File: src/hdl/exprtok_pkg.sv
package exprtok_pkg;

  // Token kind codes as they appear on the result channel.
  typedef enum logic [3:0] {
    KIND_NUMBER = 4'd0,
    KIND_IDENT  = 4'd1,
    KIND_I32    = 4'd2,
    KIND_LPAREN = 4'd3,
    KIND_RPAREN = 4'd4,
    KIND_PLUS   = 4'd5,
    KIND_MINUS  = 4'd6,
    KIND_STAR   = 4'd7,
    KIND_SLASH  = 4'd8,
    KIND_CARET  = 4'd9,
    KIND_COLON  = 4'd10,
    KIND_SEMI   = 4'd11,
    KIND_END    = 4'd12,
    KIND_ERROR  = 4'd13
  } kind_e;

  // Scanner mode, one-hot.
  typedef enum logic [3:0] {
    MODE_IDLE  = 4'b0001,
    MODE_NUM   = 4'b0010,
    MODE_IDENT = 4'b0100,
    MODE_HALT  = 4'b1000
  } mode_e;

  // Progress through the keyword "i32".
  typedef enum logic [1:0] {
    KW_NONE = 2'd0,
    KW_I    = 2'd1,
    KW_I3   = 2'd2,
    KW_I32  = 2'd3
  } kw_e;

  localparam int unsigned KW_LEN = 3;

  // Output queue geometry.
  localparam int unsigned OQ_DEPTH = 4;
  localparam int unsigned OQ_PTR_W = $clog2(OQ_DEPTH);
  localparam int unsigned OQ_CNT_W = $clog2(OQ_DEPTH + 1);

  localparam logic [7:0] CH_TAB   = 8'h09;
  localparam logic [7:0] CH_NL    = 8'h0A;
  localparam logic [7:0] CH_SPACE = 8'h20;
  localparam logic [7:0] CH_I     = 8'h69;
  localparam logic [7:0] CH_2     = 8'h32;
  localparam logic [7:0] CH_3     = 8'h33;

  function automatic logic is_digit(input logic [7:0] c);
    return (c >= 8'h30) && (c <= 8'h39);
  endfunction

  function automatic logic is_letter(input logic [7:0] c);
    return ((c >= 8'h61) && (c <= 8'h7A)) || ((c >= 8'h41) && (c <= 8'h5A));
  endfunction

  function automatic logic is_blank(input logic [7:0] c);
    return (c == CH_SPACE) || (c == CH_TAB) || (c == CH_NL);
  endfunction

  // Punctuation lookup: valid flag in the top bit, kind below.
  function automatic logic [4:0] punct_lookup(input logic [7:0] c);
    logic [4:0] r;
    unique case (c)
      8'h28:   r = {1'b1, KIND_LPAREN};
      8'h29:   r = {1'b1, KIND_RPAREN};
      8'h2B:   r = {1'b1, KIND_PLUS};
      8'h2D:   r = {1'b1, KIND_MINUS};
      8'h2A:   r = {1'b1, KIND_STAR};
      8'h2F:   r = {1'b1, KIND_SLASH};
      8'h5E:   r = {1'b1, KIND_CARET};
      8'h3A:   r = {1'b1, KIND_COLON};
      8'h3B:   r = {1'b1, KIND_SEMI};
      default: r = {1'b0, KIND_ERROR};
    endcase
    return r;
  endfunction

endpackage

File: src/hdl/exprtok_fifo.sv
module exprtok_fifo
  import exprtok_pkg::*;
#(
  parameter int unsigned DATA_W = 8
) (
  input  logic              clk_i,
  input  logic              rst_ni,
  // Write side: zero, one or two entries per cycle.
  input  logic [1:0]        push_n_i,
  input  logic [DATA_W-1:0] push_data0_i,
  input  logic [DATA_W-1:0] push_data1_i,
  output logic              room_o,
  // Read side.
  output logic              out_valid_o,
  input  logic              out_ready_i,
  output logic [DATA_W-1:0] out_data_o
);

  logic [DATA_W-1:0]   mem_q [OQ_DEPTH];
  logic [OQ_PTR_W-1:0] wr_ptr_q, wr_ptr_d;
  logic [OQ_PTR_W-1:0] rd_ptr_q, rd_ptr_d;
  logic [OQ_CNT_W-1:0] count_q, count_d;
  logic                pop;

  // Room for a pair of entries, judged on the registered fill level.
  assign room_o      = count_q <= OQ_CNT_W'(OQ_DEPTH - 2);
  assign out_valid_o = count_q != '0;
  assign out_data_o  = mem_q[rd_ptr_q];
  assign pop         = out_valid_o && out_ready_i;

  // Pointer and fill level updates.
  always_comb begin
    wr_ptr_d = wr_ptr_q + OQ_PTR_W'(push_n_i);
    rd_ptr_d = rd_ptr_q + OQ_PTR_W'(pop);
    count_d  = count_q + OQ_CNT_W'(push_n_i) - OQ_CNT_W'(pop);
  end

  always_ff @(posedge clk_i or negedge rst_ni) begin
    if (!rst_ni) begin
      wr_ptr_q <= '0;
      rd_ptr_q <= '0;
      count_q  <= '0;
    end else begin
      wr_ptr_q <= wr_ptr_d;
      rd_ptr_q <= rd_ptr_d;
      count_q  <= count_d;
    end
  end

  // Entry storage; the second entry of a pair lands just after the first.
  always_ff @(posedge clk_i) begin
    if (push_n_i != 2'd0) begin
      mem_q[wr_ptr_q] <= push_data0_i;
    end
    if (push_n_i == 2'd2) begin
      mem_q[wr_ptr_q + OQ_PTR_W'(1)] <= push_data1_i;
    end
  end

`ifndef SYNTHESIS
  // The fill level never passes the depth.
  a_count_bound: assert property (@(posedge clk_i) disable iff (!rst_ni)
    count_q <= OQ_CNT_W'(OQ_DEPTH))
    else $error("output queue overfilled");

  // Entries are only written when the queue reported room.
  a_push_room: assert property (@(posedge clk_i) disable iff (!rst_ni)
    (push_n_i != 2'd0) |-> room_o)
    else $error("write into output queue without room");
`endif

endmodule

File: src/hdl/expression_tokenizer.sv
// Channel | Direction | Handshake                | Payload
// input   | in        | in_valid_i / in_ready_o   | in_char_i, end_of_input_i
// result  | out       | out_valid_o / out_ready_i | token_kind_o ... last_of_run_o
//
// A byte is registered on acceptance and scanned from that register once the
// output queue has room; its tokens are written into the output queue and are
// taken from there. One byte is taken per cycle as long as the result side
// keeps up; a byte that ends a run with a token of its own gives two tokens and
// the single result port then sets the pace. rst_ni clears the scanner and the
// queue at once. After an error token every transaction is taken and dropped
// until reset.
module expression_tokenizer
  import exprtok_pkg::*;
#(
  parameter int unsigned POS_WIDTH = 16
) (
  input  logic                 clk_i,
  input  logic                 rst_ni,
  input  logic                 in_valid_i,
  output logic                 in_ready_o,
  input  logic [7:0]           in_char_i,
  input  logic                 end_of_input_i,
  output logic                 out_valid_o,
  input  logic                 out_ready_i,
  output logic [3:0]           token_kind_o,
  output logic [POS_WIDTH-1:0] start_offset_o,
  output logic [POS_WIDTH-1:0] token_length_o,
  output logic [POS_WIDTH-1:0] line_number_o,
  output logic [POS_WIDTH-1:0] column_number_o,
  output logic [7:0]           bad_char_o,
  output logic                 last_of_run_o
);

  typedef logic [POS_WIDTH-1:0] pos_t;

  typedef struct packed {
    kind_e      kind;
    pos_t       start;
    pos_t       len;
    pos_t       line;
    pos_t       col;
    logic [7:0] bad;
    logic       last;
  } tok_t;

  localparam int unsigned TOK_W = $bits(tok_t);

  function automatic pos_t sat_inc(input pos_t v);
    return (&v) ? v : v + POS_WIDTH'(1);
  endfunction

  // Input register.
  logic       in_vld_q;
  logic [7:0] char_q;
  logic       eoi_q;

  // Scanner state.
  mode_e mode_q, mode_d;
  kw_e   kw_q, kw_d;
  pos_t  run_start_q, run_start_d;
  pos_t  run_len_q, run_len_d;
  pos_t  run_line_q, run_line_d;
  pos_t  run_col_q, run_col_d;
  pos_t  offset_q, offset_d;
  pos_t  line_q, line_d;
  pos_t  col_q, col_d;

  logic       room;
  logic       adv;
  logic       active;
  logic       extend;
  logic       flush_vld;
  logic       own_vld;
  logic [4:0] punct;
  tok_t       flush_tok;
  tok_t       own_tok;
  tok_t       push_tok0;
  tok_t       push_tok1;
  tok_t       pop_tok;
  logic [1:0] push_n;

  // The input register frees up whenever its byte moves on.
  assign adv        = in_vld_q && room;
  assign in_ready_o = !in_vld_q || room;

  always_ff @(posedge clk_i or negedge rst_ni) begin
    if (!rst_ni) begin
      in_vld_q <= 1'b0;
    end else if (in_ready_o) begin
      in_vld_q <= in_valid_i;
    end
  end

  always_ff @(posedge clk_i) begin
    if (in_valid_i && in_ready_o) begin
      char_q <= in_char_i;
      eoi_q  <= end_of_input_i;
    end
  end

  // Classification of the registered byte.
  assign active = adv && (mode_q != MODE_HALT);
  assign punct  = punct_lookup(char_q);
  assign extend = !eoi_q &&
                  (((mode_q == MODE_NUM) && is_digit(char_q)) ||
                   ((mode_q == MODE_IDENT) && (is_digit(char_q) || is_letter(char_q))));

  // Token for the pending run, emitted when the byte cannot extend it.
  always_comb begin
    flush_vld       = active && !extend &&
                      ((mode_q == MODE_NUM) || (mode_q == MODE_IDENT));
    flush_tok.start = run_start_q;
    flush_tok.len   = run_len_q;
    flush_tok.line  = run_line_q;
    flush_tok.col   = run_col_q;
    flush_tok.bad   = 8'h00;
    flush_tok.last  = 1'b0;
    if (mode_q == MODE_NUM) begin
      flush_tok.kind = KIND_NUMBER;
    end else if ((kw_q == KW_I32) && (run_len_q == POS_WIDTH'(KW_LEN))) begin
      flush_tok.kind = KIND_I32;
    end else begin
      flush_tok.kind = KIND_IDENT;
    end
  end

  // Token of the byte itself: end marker, punctuation or error.
  always_comb begin
    own_tok.start = offset_q;
    own_tok.line  = line_q;
    own_tok.col   = col_q;
    own_tok.last  = 1'b1;
    own_tok.bad   = 8'h00;
    own_tok.len   = POS_WIDTH'(1);
    own_tok.kind  = KIND_ERROR;
    own_vld       = 1'b0;
    if (active) begin
      if (eoi_q) begin
        own_vld      = 1'b1;
        own_tok.kind = KIND_END;
        own_tok.len  = '0;
      end else if (!extend && !is_blank(char_q) && !is_digit(char_q) &&
                   !is_letter(char_q)) begin
        own_vld = 1'b1;
        if (punct[4]) begin
          own_tok.kind = kind_e'(punct[3:0]);
        end else begin
          own_tok.bad = char_q;
        end
      end
    end
  end

  // Pack up to two tokens for the output queue, in order.
  always_comb begin
    push_n         = {1'b0, flush_vld} + {1'b0, own_vld};
    push_tok0      = flush_vld ? flush_tok : own_tok;
    push_tok0.last = !(flush_vld && own_vld);
    push_tok1      = own_tok;
  end

  // Next scanner state.
  always_comb begin
    mode_d      = mode_q;
    kw_d        = kw_q;
    run_start_d = run_start_q;
    run_len_d   = run_len_q;
    run_line_d  = run_line_q;
    run_col_d   = run_col_q;
    offset_d    = offset_q;
    line_d      = line_q;
    col_d       = col_q;
    if (active) begin
      if (eoi_q) begin
        // End of text: clear the run (a pending run is flushed as a token) and restart the position counters.
        mode_d    = MODE_IDLE;
        kw_d      = KW_NONE;
        run_len_d = '0;
        offset_d  = '0;
        line_d    = '0;
        col_d     = '0;
      end else begin
        if (extend) begin
          run_len_d = sat_inc(run_len_q);
          if ((kw_q == KW_I) && (char_q == CH_3)) begin
            kw_d = KW_I3;
          end else if ((kw_q == KW_I3) && (char_q == CH_2)) begin
            kw_d = KW_I32;
          end else begin
            kw_d = KW_NONE;
          end
        end else begin
          mode_d    = MODE_IDLE;
          kw_d      = KW_NONE;
          run_len_d = '0;
          if (is_digit(char_q) || is_letter(char_q)) begin
            // A new run starts at this byte.
            mode_d      = is_digit(char_q) ? MODE_NUM : MODE_IDENT;
            run_start_d = offset_q;
            run_len_d   = POS_WIDTH'(1);
            run_line_d  = line_q;
            run_col_d   = col_q;
            kw_d        = (is_letter(char_q) && (char_q == CH_I)) ? KW_I : KW_NONE;
          end else if (!is_blank(char_q) && !punct[4]) begin
            mode_d = MODE_HALT;
          end
        end
        offset_d = sat_inc(offset_q);
        if (char_q == CH_NL) begin
          line_d = sat_inc(line_q);
          col_d  = '0;
        end else begin
          col_d = sat_inc(col_q);
        end
      end
    end
  end

  always_ff @(posedge clk_i or negedge rst_ni) begin
    if (!rst_ni) begin
      mode_q      <= MODE_IDLE;
      kw_q        <= KW_NONE;
      run_start_q <= '0;
      run_len_q   <= '0;
      run_line_q  <= '0;
      run_col_q   <= '0;
      offset_q    <= '0;
      line_q      <= '0;
      col_q       <= '0;
    end else begin
      mode_q      <= mode_d;
      kw_q        <= kw_d;
      run_start_q <= run_start_d;
      run_len_q   <= run_len_d;
      run_line_q  <= run_line_d;
      run_col_q   <= run_col_d;
      offset_q    <= offset_d;
      line_q      <= line_d;
      col_q       <= col_d;
    end
  end

  // Output queue; it separates the scanner from a stalled consumer.
  exprtok_fifo #(
    .DATA_W(TOK_W)
  ) u_oq (
    .clk_i       (clk_i),
    .rst_ni      (rst_ni),
    .push_n_i    (push_n),
    .push_data0_i(push_tok0),
    .push_data1_i(push_tok1),
    .room_o      (room),
    .out_valid_o (out_valid_o),
    .out_ready_i (out_ready_i),
    .out_data_o  (pop_tok)
  );

  assign token_kind_o    = pop_tok.kind;
  assign start_offset_o  = pop_tok.start;
  assign token_length_o  = pop_tok.len;
  assign line_number_o   = pop_tok.line;
  assign column_number_o = pop_tok.col;
  assign bad_char_o      = pop_tok.bad;
  assign last_of_run_o   = pop_tok.last;

`ifndef SYNTHESIS
  // A halted scanner produces nothing.
  a_halt_silent: assert property (@(posedge clk_i) disable iff (!rst_ni)
    (mode_q == MODE_HALT) |-> (push_n == 2'd0))
    else $error("token produced while halted");

  // An end marker leaves the position counters at zero.
  a_end_restart: assert property (@(posedge clk_i) disable iff (!rst_ni)
    (active && eoi_q) |=> ((offset_q == '0) && (line_q == '0) && (col_q == '0)))
    else $error("counters not restarted after end token");

  // A pair of tokens always starts with the flushed run.
  a_pair_order: assert property (@(posedge clk_i) disable iff (!rst_ni)
    (push_n == 2'd2) |-> ((push_tok0.kind == KIND_NUMBER) ||
                          (push_tok0.kind == KIND_IDENT) ||
                          (push_tok0.kind == KIND_I32)))
    else $error("token pair does not start with a run");
`endif

endmodule
File: config.mk
export PLATFORM = sky130hd
export DESIGN_NAME = expression_tokenizer
export DESIGN_NICKNAME = d
export VERILOG_FILES = /design/src/hdl/exprtok_pkg.sv /design/src/hdl/exprtok_fifo.sv /design/src/hdl/expression_tokenizer.sv
export SDC_FILE = /design/constraint.sdc
export NUM_CORES = 1
export LEC_CHECK = 0
export BUFFER_PORTS_ARGS = -buffer_cell sky130_fd_sc_hd__buf_2
export CAP_MARGIN = 20
export CORE_ASPECT_RATIO = 0.5
export CORE_MARGIN = 2
export CORE_UTILIZATION = 60
export DETAILED_ROUTE_END_ITERATION = 10
export PLACE_DENSITY = 0.76
export SLEW_MARGIN = 20
export SYNTH_ARGS = -nofsm -noshare
export SYNTH_HDL_FRONTEND = slang
export SYNTH_SLANG_ARGS = --single-unit
File: constraint.sdc
create_clock -name clk_i -period 8.4 [get_ports clk_i]
set_input_delay 1.26 -clock clk_i [delete_from_list [all_inputs] [get_ports clk_i]]
set_output_delay 1.26 -clock clk_i [all_outputs]
set_load 0.01 [all_outputs]
==> results of run 1 <==
==> cell families (layout without fill, tap and decap cells) <==
kind of cell    Yosys count  after routing
mux                     130            130
xor+xnor                 44             44
flops                   443            443
compound gates          362            362
buf+inv                 184            210
fa+ha+maj                12             12
simple gates            328            328
==> state kept, by name, indices dropped and copies added (netlist names) <==
signal,flops
u_oq.count_q,3
kw_q,2
char_q,8
run_col_q,16
u_oq.wr_ptr_q,2
line_q,16
offset_q,16
run_start_q,16
in_vld_q,1
run_line_q,16
mode_q,4
eoi_q,1
u_oq.mem_q,308
col_q,16
u_oq.rd_ptr_q,2
run_len_q,16
==> power by group through the flow <==
stage / logic [µW] / clock network (µW) / registers [µW]
6_report: 1780 / 1830 / 2900
5_1_grt: 1900 / 1940 / 2950
3_3_place_gp: 1750 / 0 / 2920
2_1_floorplan: 1310 / 0 / 2780
4_1_cts: 1790 / 1860 / 2900
3_5_place_dp: 1780 / 0 / 2950
==> cell usage in the layout, fill, tap and decap left out, types with 20 or more instances in the layout <==
master and n:
buf_2 90, clkbuf_16 41, mux4_2 77, mux2_2 50, nor3_1 25, nor2_1 81
dfxtp_1 64, a22o_1 254, a21oi_1 26, xnor2_1 30, and2_1 35, inv_1 23
dfrtp_1 123, edfxtp_1 253, o21ai_0 26, buf_4 20, nand3_1 21, nand2_1 42
==> final cells by class <==
class,instances,share of cell area
well taps,441,0.02474
multi-input cells,876,0.3438
clock inverters,12,0.006451
flip-flops and latches,443,0.5398
repair buffers,112,0.02833
clock buffers,58,0.05217
inverters,28,0.004712
==> how the worst max path moves through the flow <==
stage,startpoint,endpoint,slack (ns),cells past startpoint
floorplan,mode_q[0],u_oq.mem_q[3][10],4.18,12
global placement,mode_q[0],u_oq.mem_q[1][6],3.65,12
detailed placement,u_oq.count_q[1],u_oq.mem_q[1][3],3.48,12
CTS,u_oq.count_q[1],u_oq.mem_q[1][1],3.45,12
global route,u_oq.count_q[1],u_oq.mem_q[0][1],3.10,12
finish,u_oq.count_q[1],u_oq.mem_q[1][4],3.35,12
==> metal layers <==
metal	vias to the layer above	share of wire	GRT usage
li1	5841	-	-
met1	6788	0.43	0.3891
met2	593	0.47	0.4238
met3	75	0.079	0.04705
met4	0	0.019	0.07241
met5	-	0	0
==> stage by stage <==
step	util	std cells
floorplan	-	1503
global placement	0.6291	1899
detailed placement	0.6291	1899
CTS	0.6683	1969
global route	0.6690	1970
finish	0.6690	1970
==> metrics.txt, run 1 <==
RSZ-0062 raised after global routing=no; DRC=0; cell taking the most area after synthesis=edfxtp_1; Max Fclk=198.1 MHz; Hold Fails Final Rpt=0; DR vias=13297; Buf/Inv on CP=2; sequential fraction of design power=0.446; Synth cell types=78; overall power=6512 µW; routed wire length=47190 µm; DP Wirelength=26390 µm; IO Port Bufs=91; vias in the first global route=13417; Synth Warn #=0; Cell Pwr Density=292.0 nW/µm²; row cnt=47; CTS tree=built; DR pass1 iterations=5; worst path required time=8.81 ns; NetSw=2107 µW; die width=265.6 µm; most common cell in the synthesized netlist=a22o_1; pre-CTS setup slack=3.476 ns; Synth Area in Simple Gates=0.08967; Worst path max stage delay=0.64 ns; core area=33340 µm²; gr usage total=0.2675; Antenna Cells=0; total CTS buffers=39; worst-skew pair later-pin latency=0.54 ns; Sw Share=0.3235; worst min path class=register to register; Relative slew margins=0.2575; max-slew violations=0; setup TNS=0 ns; Min-Delay Startpoint=u_oq.mem_q[1][51]; internal reg-to-reg setup slack=3.35 ns; commonest cells in the netlist=a22o_1 (254), edfxtp_1 (253), dfrtp_1 (125), clkbuf_1 (89), nor2_1 (81); CP Cell Sequence=a21oi_2 > nand3_2 > a311oi_4 > and2_4 > inv_2 > ha_1 > or3b_1 > or4_1 > o211ai_1 > buf_4 > nor2b_1 > and2_1; initial antenna violation count=0; Worst setup SP type=register; CP Capture Type=register; Clock Path Buffers=3; top cell type's share of synthesized area=0.3701; r2r startpoint=u_oq.count_q[1]; Arr. time, crit path=5.46 ns; # Post-CTS Setup Buffers=0; WL per Instance=23.96 µm; Worst Reg-to-Reg Cells=12; Compound-Gate Fraction of Synth Area=0.1434; mux cell area share after synthesis=0.1134; register area=12040 µm²; Ports=92; WHS=0.4685 ns; adder-cell area share of the yosys netlist=0.007681; xor/xnor share of the synthesized area=0.01877; area grow syn2layout=8.668%; initial core utilization=0.6156; Worst-path clk slew=0.07 ns; part of the cycle the worst path needs=0.6010; Post-Synthesis Cells=1503; Comb pwr share=0.273; internal power of the cells=4406 µW; cts hold-fix bufs=0; CP max FO=50; Clock Tree Root=clkbuf_16; critical path class=register to register; WHS Path Cells=1; multi-input logic area=7669 µm²; Most used DFF post-synth=edfxtp_1; worst-case clock skew=0.01231 ns; worst-margin pin slew=1.114 ns; EDFF count, synth=253; worst r2r dst=u_oq.mem_q[1][4]; largest net degree at the start of global routing=75; final setup fails=0; Die Outline Area=35790 µm²; Routed Antenna Nets=0; min cycle time layout=5.048 ns; synthesized cell area=20530 µm²; CP top delay family=simple AND/OR/NAND/NOR gates; post-cts sizing count=0; dominant combinational cell family by area after synthesis=compound AO/OA/AOI/OAI gates; #FFs+latches synth=443; Slowest-stage cell, CP=a311oi_4; Seq/Total Area, Yosys=0.5862; Synth Net Count=1528; final instance area=22310 µm²; leakage power total=0.008398 µW; share of layout cells above drive strength 1=0.2132; global-route wire length before repair=74610 µm; mean post-synth cell area=13.66 µm²; Die Y=134.8 µm; nets@finish=1525; clock share of power=0.282; CTS Sinks=443; Setup WS post-layout=3.352 ns; top cells by area, synth=edfxtp_1 (37%), dfrtp_1 (15%), a22o_1 (11%), mux4_2 (8.4%), dfxtp_1 (6.2%); placed cell area=20980 µm²; fillers=2275; ys async rst share=0.2844; Final Wtd Congestion=0.9068; Vias per Instance=6.750; # H-tree levels=2; First DRT Iteration DRCs=1534; peak supply drop=0.0002684 V; outcome=completed; max_cap viols=0; GR Overflow Total=0; Hold Crit Endpoint=u_oq.mem_q[1][51]
(Power assumes the default switching activity.)
==> run 2: changes to the inputs <==
==> constraint.sdc (replaced) <==
create_clock -name clk_i -period 4.7 [get_ports clk_i]
set_input_delay 0.705 -clock clk_i [delete_from_list [all_inputs] [get_ports clk_i]]
set_output_delay 0.705 -clock clk_i [all_outputs]
set_load 0.01 [all_outputs]
==> metrics.txt, run 2 (same netlist as run 1, synthesis figures left out) <==
# H-tree levels=2 (unchanged); worst min path class=input pin to async pin; Worst setup SP type=register; commonest cells after routing, fill and taps aside=a22o_1 (254), edfxtp_1 (253), dfrtp_1 (123); routed wire length=48350 µm (+2.4%); initial antenna violation count=0 (unchanged); max reg flops=308 (unchanged); leakage power total=0.008462 µW (+0.77%); DR pass1 iterations=5 (unchanged); total CTS buffers=40 (+2.6%); pre-CTS setup slack=0.6197 ns (-2.856 ns); Worst path max stage delay=0.69 ns (+0.05 ns); internal reg-to-reg setup slack=0.58 ns (-2.77 ns); WHS=0.1360 ns (-0.3325 ns); CP max FO=40 (-20%); Sw Share=0.3274 (+0.003904); CP top delay family=simple AND/OR/NAND/NOR gates; worst path required time=5.11 ns (-3.70 ns); max_cap viols=0 (unchanged); NetSw=3846 µW (+83%); core area=33340 µm² (unchanged); Final Wtd Congestion=0.8853 (-2.4%); peak supply drop=0.0003918 V (+46%); CTS Sinks=443 (unchanged); GR Overflow Total=0 (unchanged); Buf/Inv on CP=3 (+1); Die Y=134.8 µm (unchanged); Most Frequent Cell on Critical Path=buf_4; RSZ-0062 raised after global routing=no; sequential fraction of design power=0.446 (about the same); share of layout cells above drive strength 1=0.2166 (+0.003391); CTS tree=built; global-route wire length before repair=76510 µm (+2.5%); Ports=92 (unchanged); DP Wirelength=28140 µm (+6.6%); DR vias=13424 (+0.96%); fillers=2289 (+0.62%); Hold Fails Final Rpt=0 (unchanged); die width=265.6 µm (unchanged); worst-margin pin slew=0.9780 ns (-0.1358 ns); part of the cycle the worst path needs=0.8772 (+0.2762); Vias per Instance=6.770 (+0.29%); largest net degree at the start of global routing=64 (-15%); IO Port Bufs=91 (unchanged); Setup WS post-layout=0.5772 ns (-2.775 ns); final instance area=22470 µm² (+0.72%); final setup fails=0 (unchanged); row cnt=47 (unchanged); worst-case clock skew=0.03047 ns (+0.01816 ns); overall power=11750 µW (+80%); cts hold-fix bufs=0 (unchanged); initial core utilization=0.6156 (unchanged); # Post-CTS Setup Buffers=0 (unchanged); DRC=0 (unchanged); Max Fclk=242.6 MHz (+22%); gr usage total=0.2750 (+0.007531); Antenna Cells=0 (unchanged); internal power of the cells=7902 µW (+79%); vias in the first global route=13753 (+2.5%); Routed Antenna Nets=0 (unchanged); WL per Instance=24.38 µm (+1.8%); Clock Tree Root=clkbuf_16; Cell Pwr Density=523.0 nW/µm² (+79%); most common cell after layout, fill and taps aside=a22o_1; clock share of power=0.278 (-0.004); CP Cell Sequence=o21ai_1 > a311oi_4 > and2_4 > inv_2 > ha_1 > nand3b_1 > buf_4 > nor2_4 > buf_4 > a22o_1; worst-skew pair later-pin latency=0.56 ns (+0.02 ns); Relative slew margins=0.3449 (+0.08738); placed cell area=21180 µm² (+0.95%); nets@finish=1535 (+0.66%); outcome=completed; Slowest-stage cell, CP=edfxtp_1; CP Capture Type=register; setup TNS=0 ns (unchanged); First DRT Iteration DRCs=1392 (-9.3%); post-cts sizing count=0 (unchanged); min cycle time layout=4.123 ns (-0.9255 ns); Worst-path clk slew=0.07 ns (about the same); Die Outline Area=35790 µm² (unchanged); critical path class=register to register; Arr. time, crit path=4.53 ns (-0.93 ns); Comb pwr share=0.276 (+0.003); Clock Path Buffers=3 (unchanged); Largest Register=u_oq.mem_q; max-slew violations=0 (unchanged); area grow syn2layout=9.448%
==> run 2: layer usage <==
metal,up-vias,GRT usage,part of all wire
met3,73,0.04449,0.079
met4,0,0.07459,0.018
met5,-,0,0
met2,611,0.4497,0.48
met1,6885,0.3905,0.42
li1,5855,-,-
==> run 2: stage by stage <==
step,utilization,std cells
2_1_floorplan,-,1503
3_3_place_gp,0.6351,1909
3_5_place_dp,0.6351,1909
4_1_cts,0.6737,1983
5_1_grt,0.6738,1983
6_report,0.6738,1983
==> run 2: path summary, 6_finish.rpt <==
path | cells past startpoint | from | endpoint
setup / recovery | 10 | char_q[2] | u_oq.mem_q[3][10]
setup reg to reg | 10 | char_q[2] | u_oq.mem_q[3][10]
hold reg to reg | 1 | u_oq.mem_q[1][52] | u_oq.mem_q[1][52]
hold / removal | 1 | rst_ni | u_oq.count_q[1]
max in group asynchronous | 2 | rst_ni | run_line_q[2]
min in group clk_i | 1 | in_char_i[6] | char_q[6]
==> run 2: area by class of cell <==
cell class / count / area, µm² / area share
Timing Repair Buffer: 121 / 812.0 / 0.03615
Inverter: 28 / 105.1 / 0.004678
Tap cell: 441 / 551.8 / 0.02456
Clock buffer: 64 / 1182 / 0.05263
Multi-Input combinational cell: 876 / 7669 / 0.3414
Clock inverter: 10 / 105.1 / 0.004678
Sequential cell: 443 / 12040 / 0.5360
==> run 2: power by group through the flow <==
stage | clock, µW | combinational (µW) | sequential [µW]
global route | 3440 | 3450 | 5320
floorplan | 0 | 2340 | 4960
finish | 3260 | 3240 | 5240
global placement | 0 | 3190 | 5260
CTS | 3290 | 3260 | 5240
detailed placement | 0 | 3250 | 5320
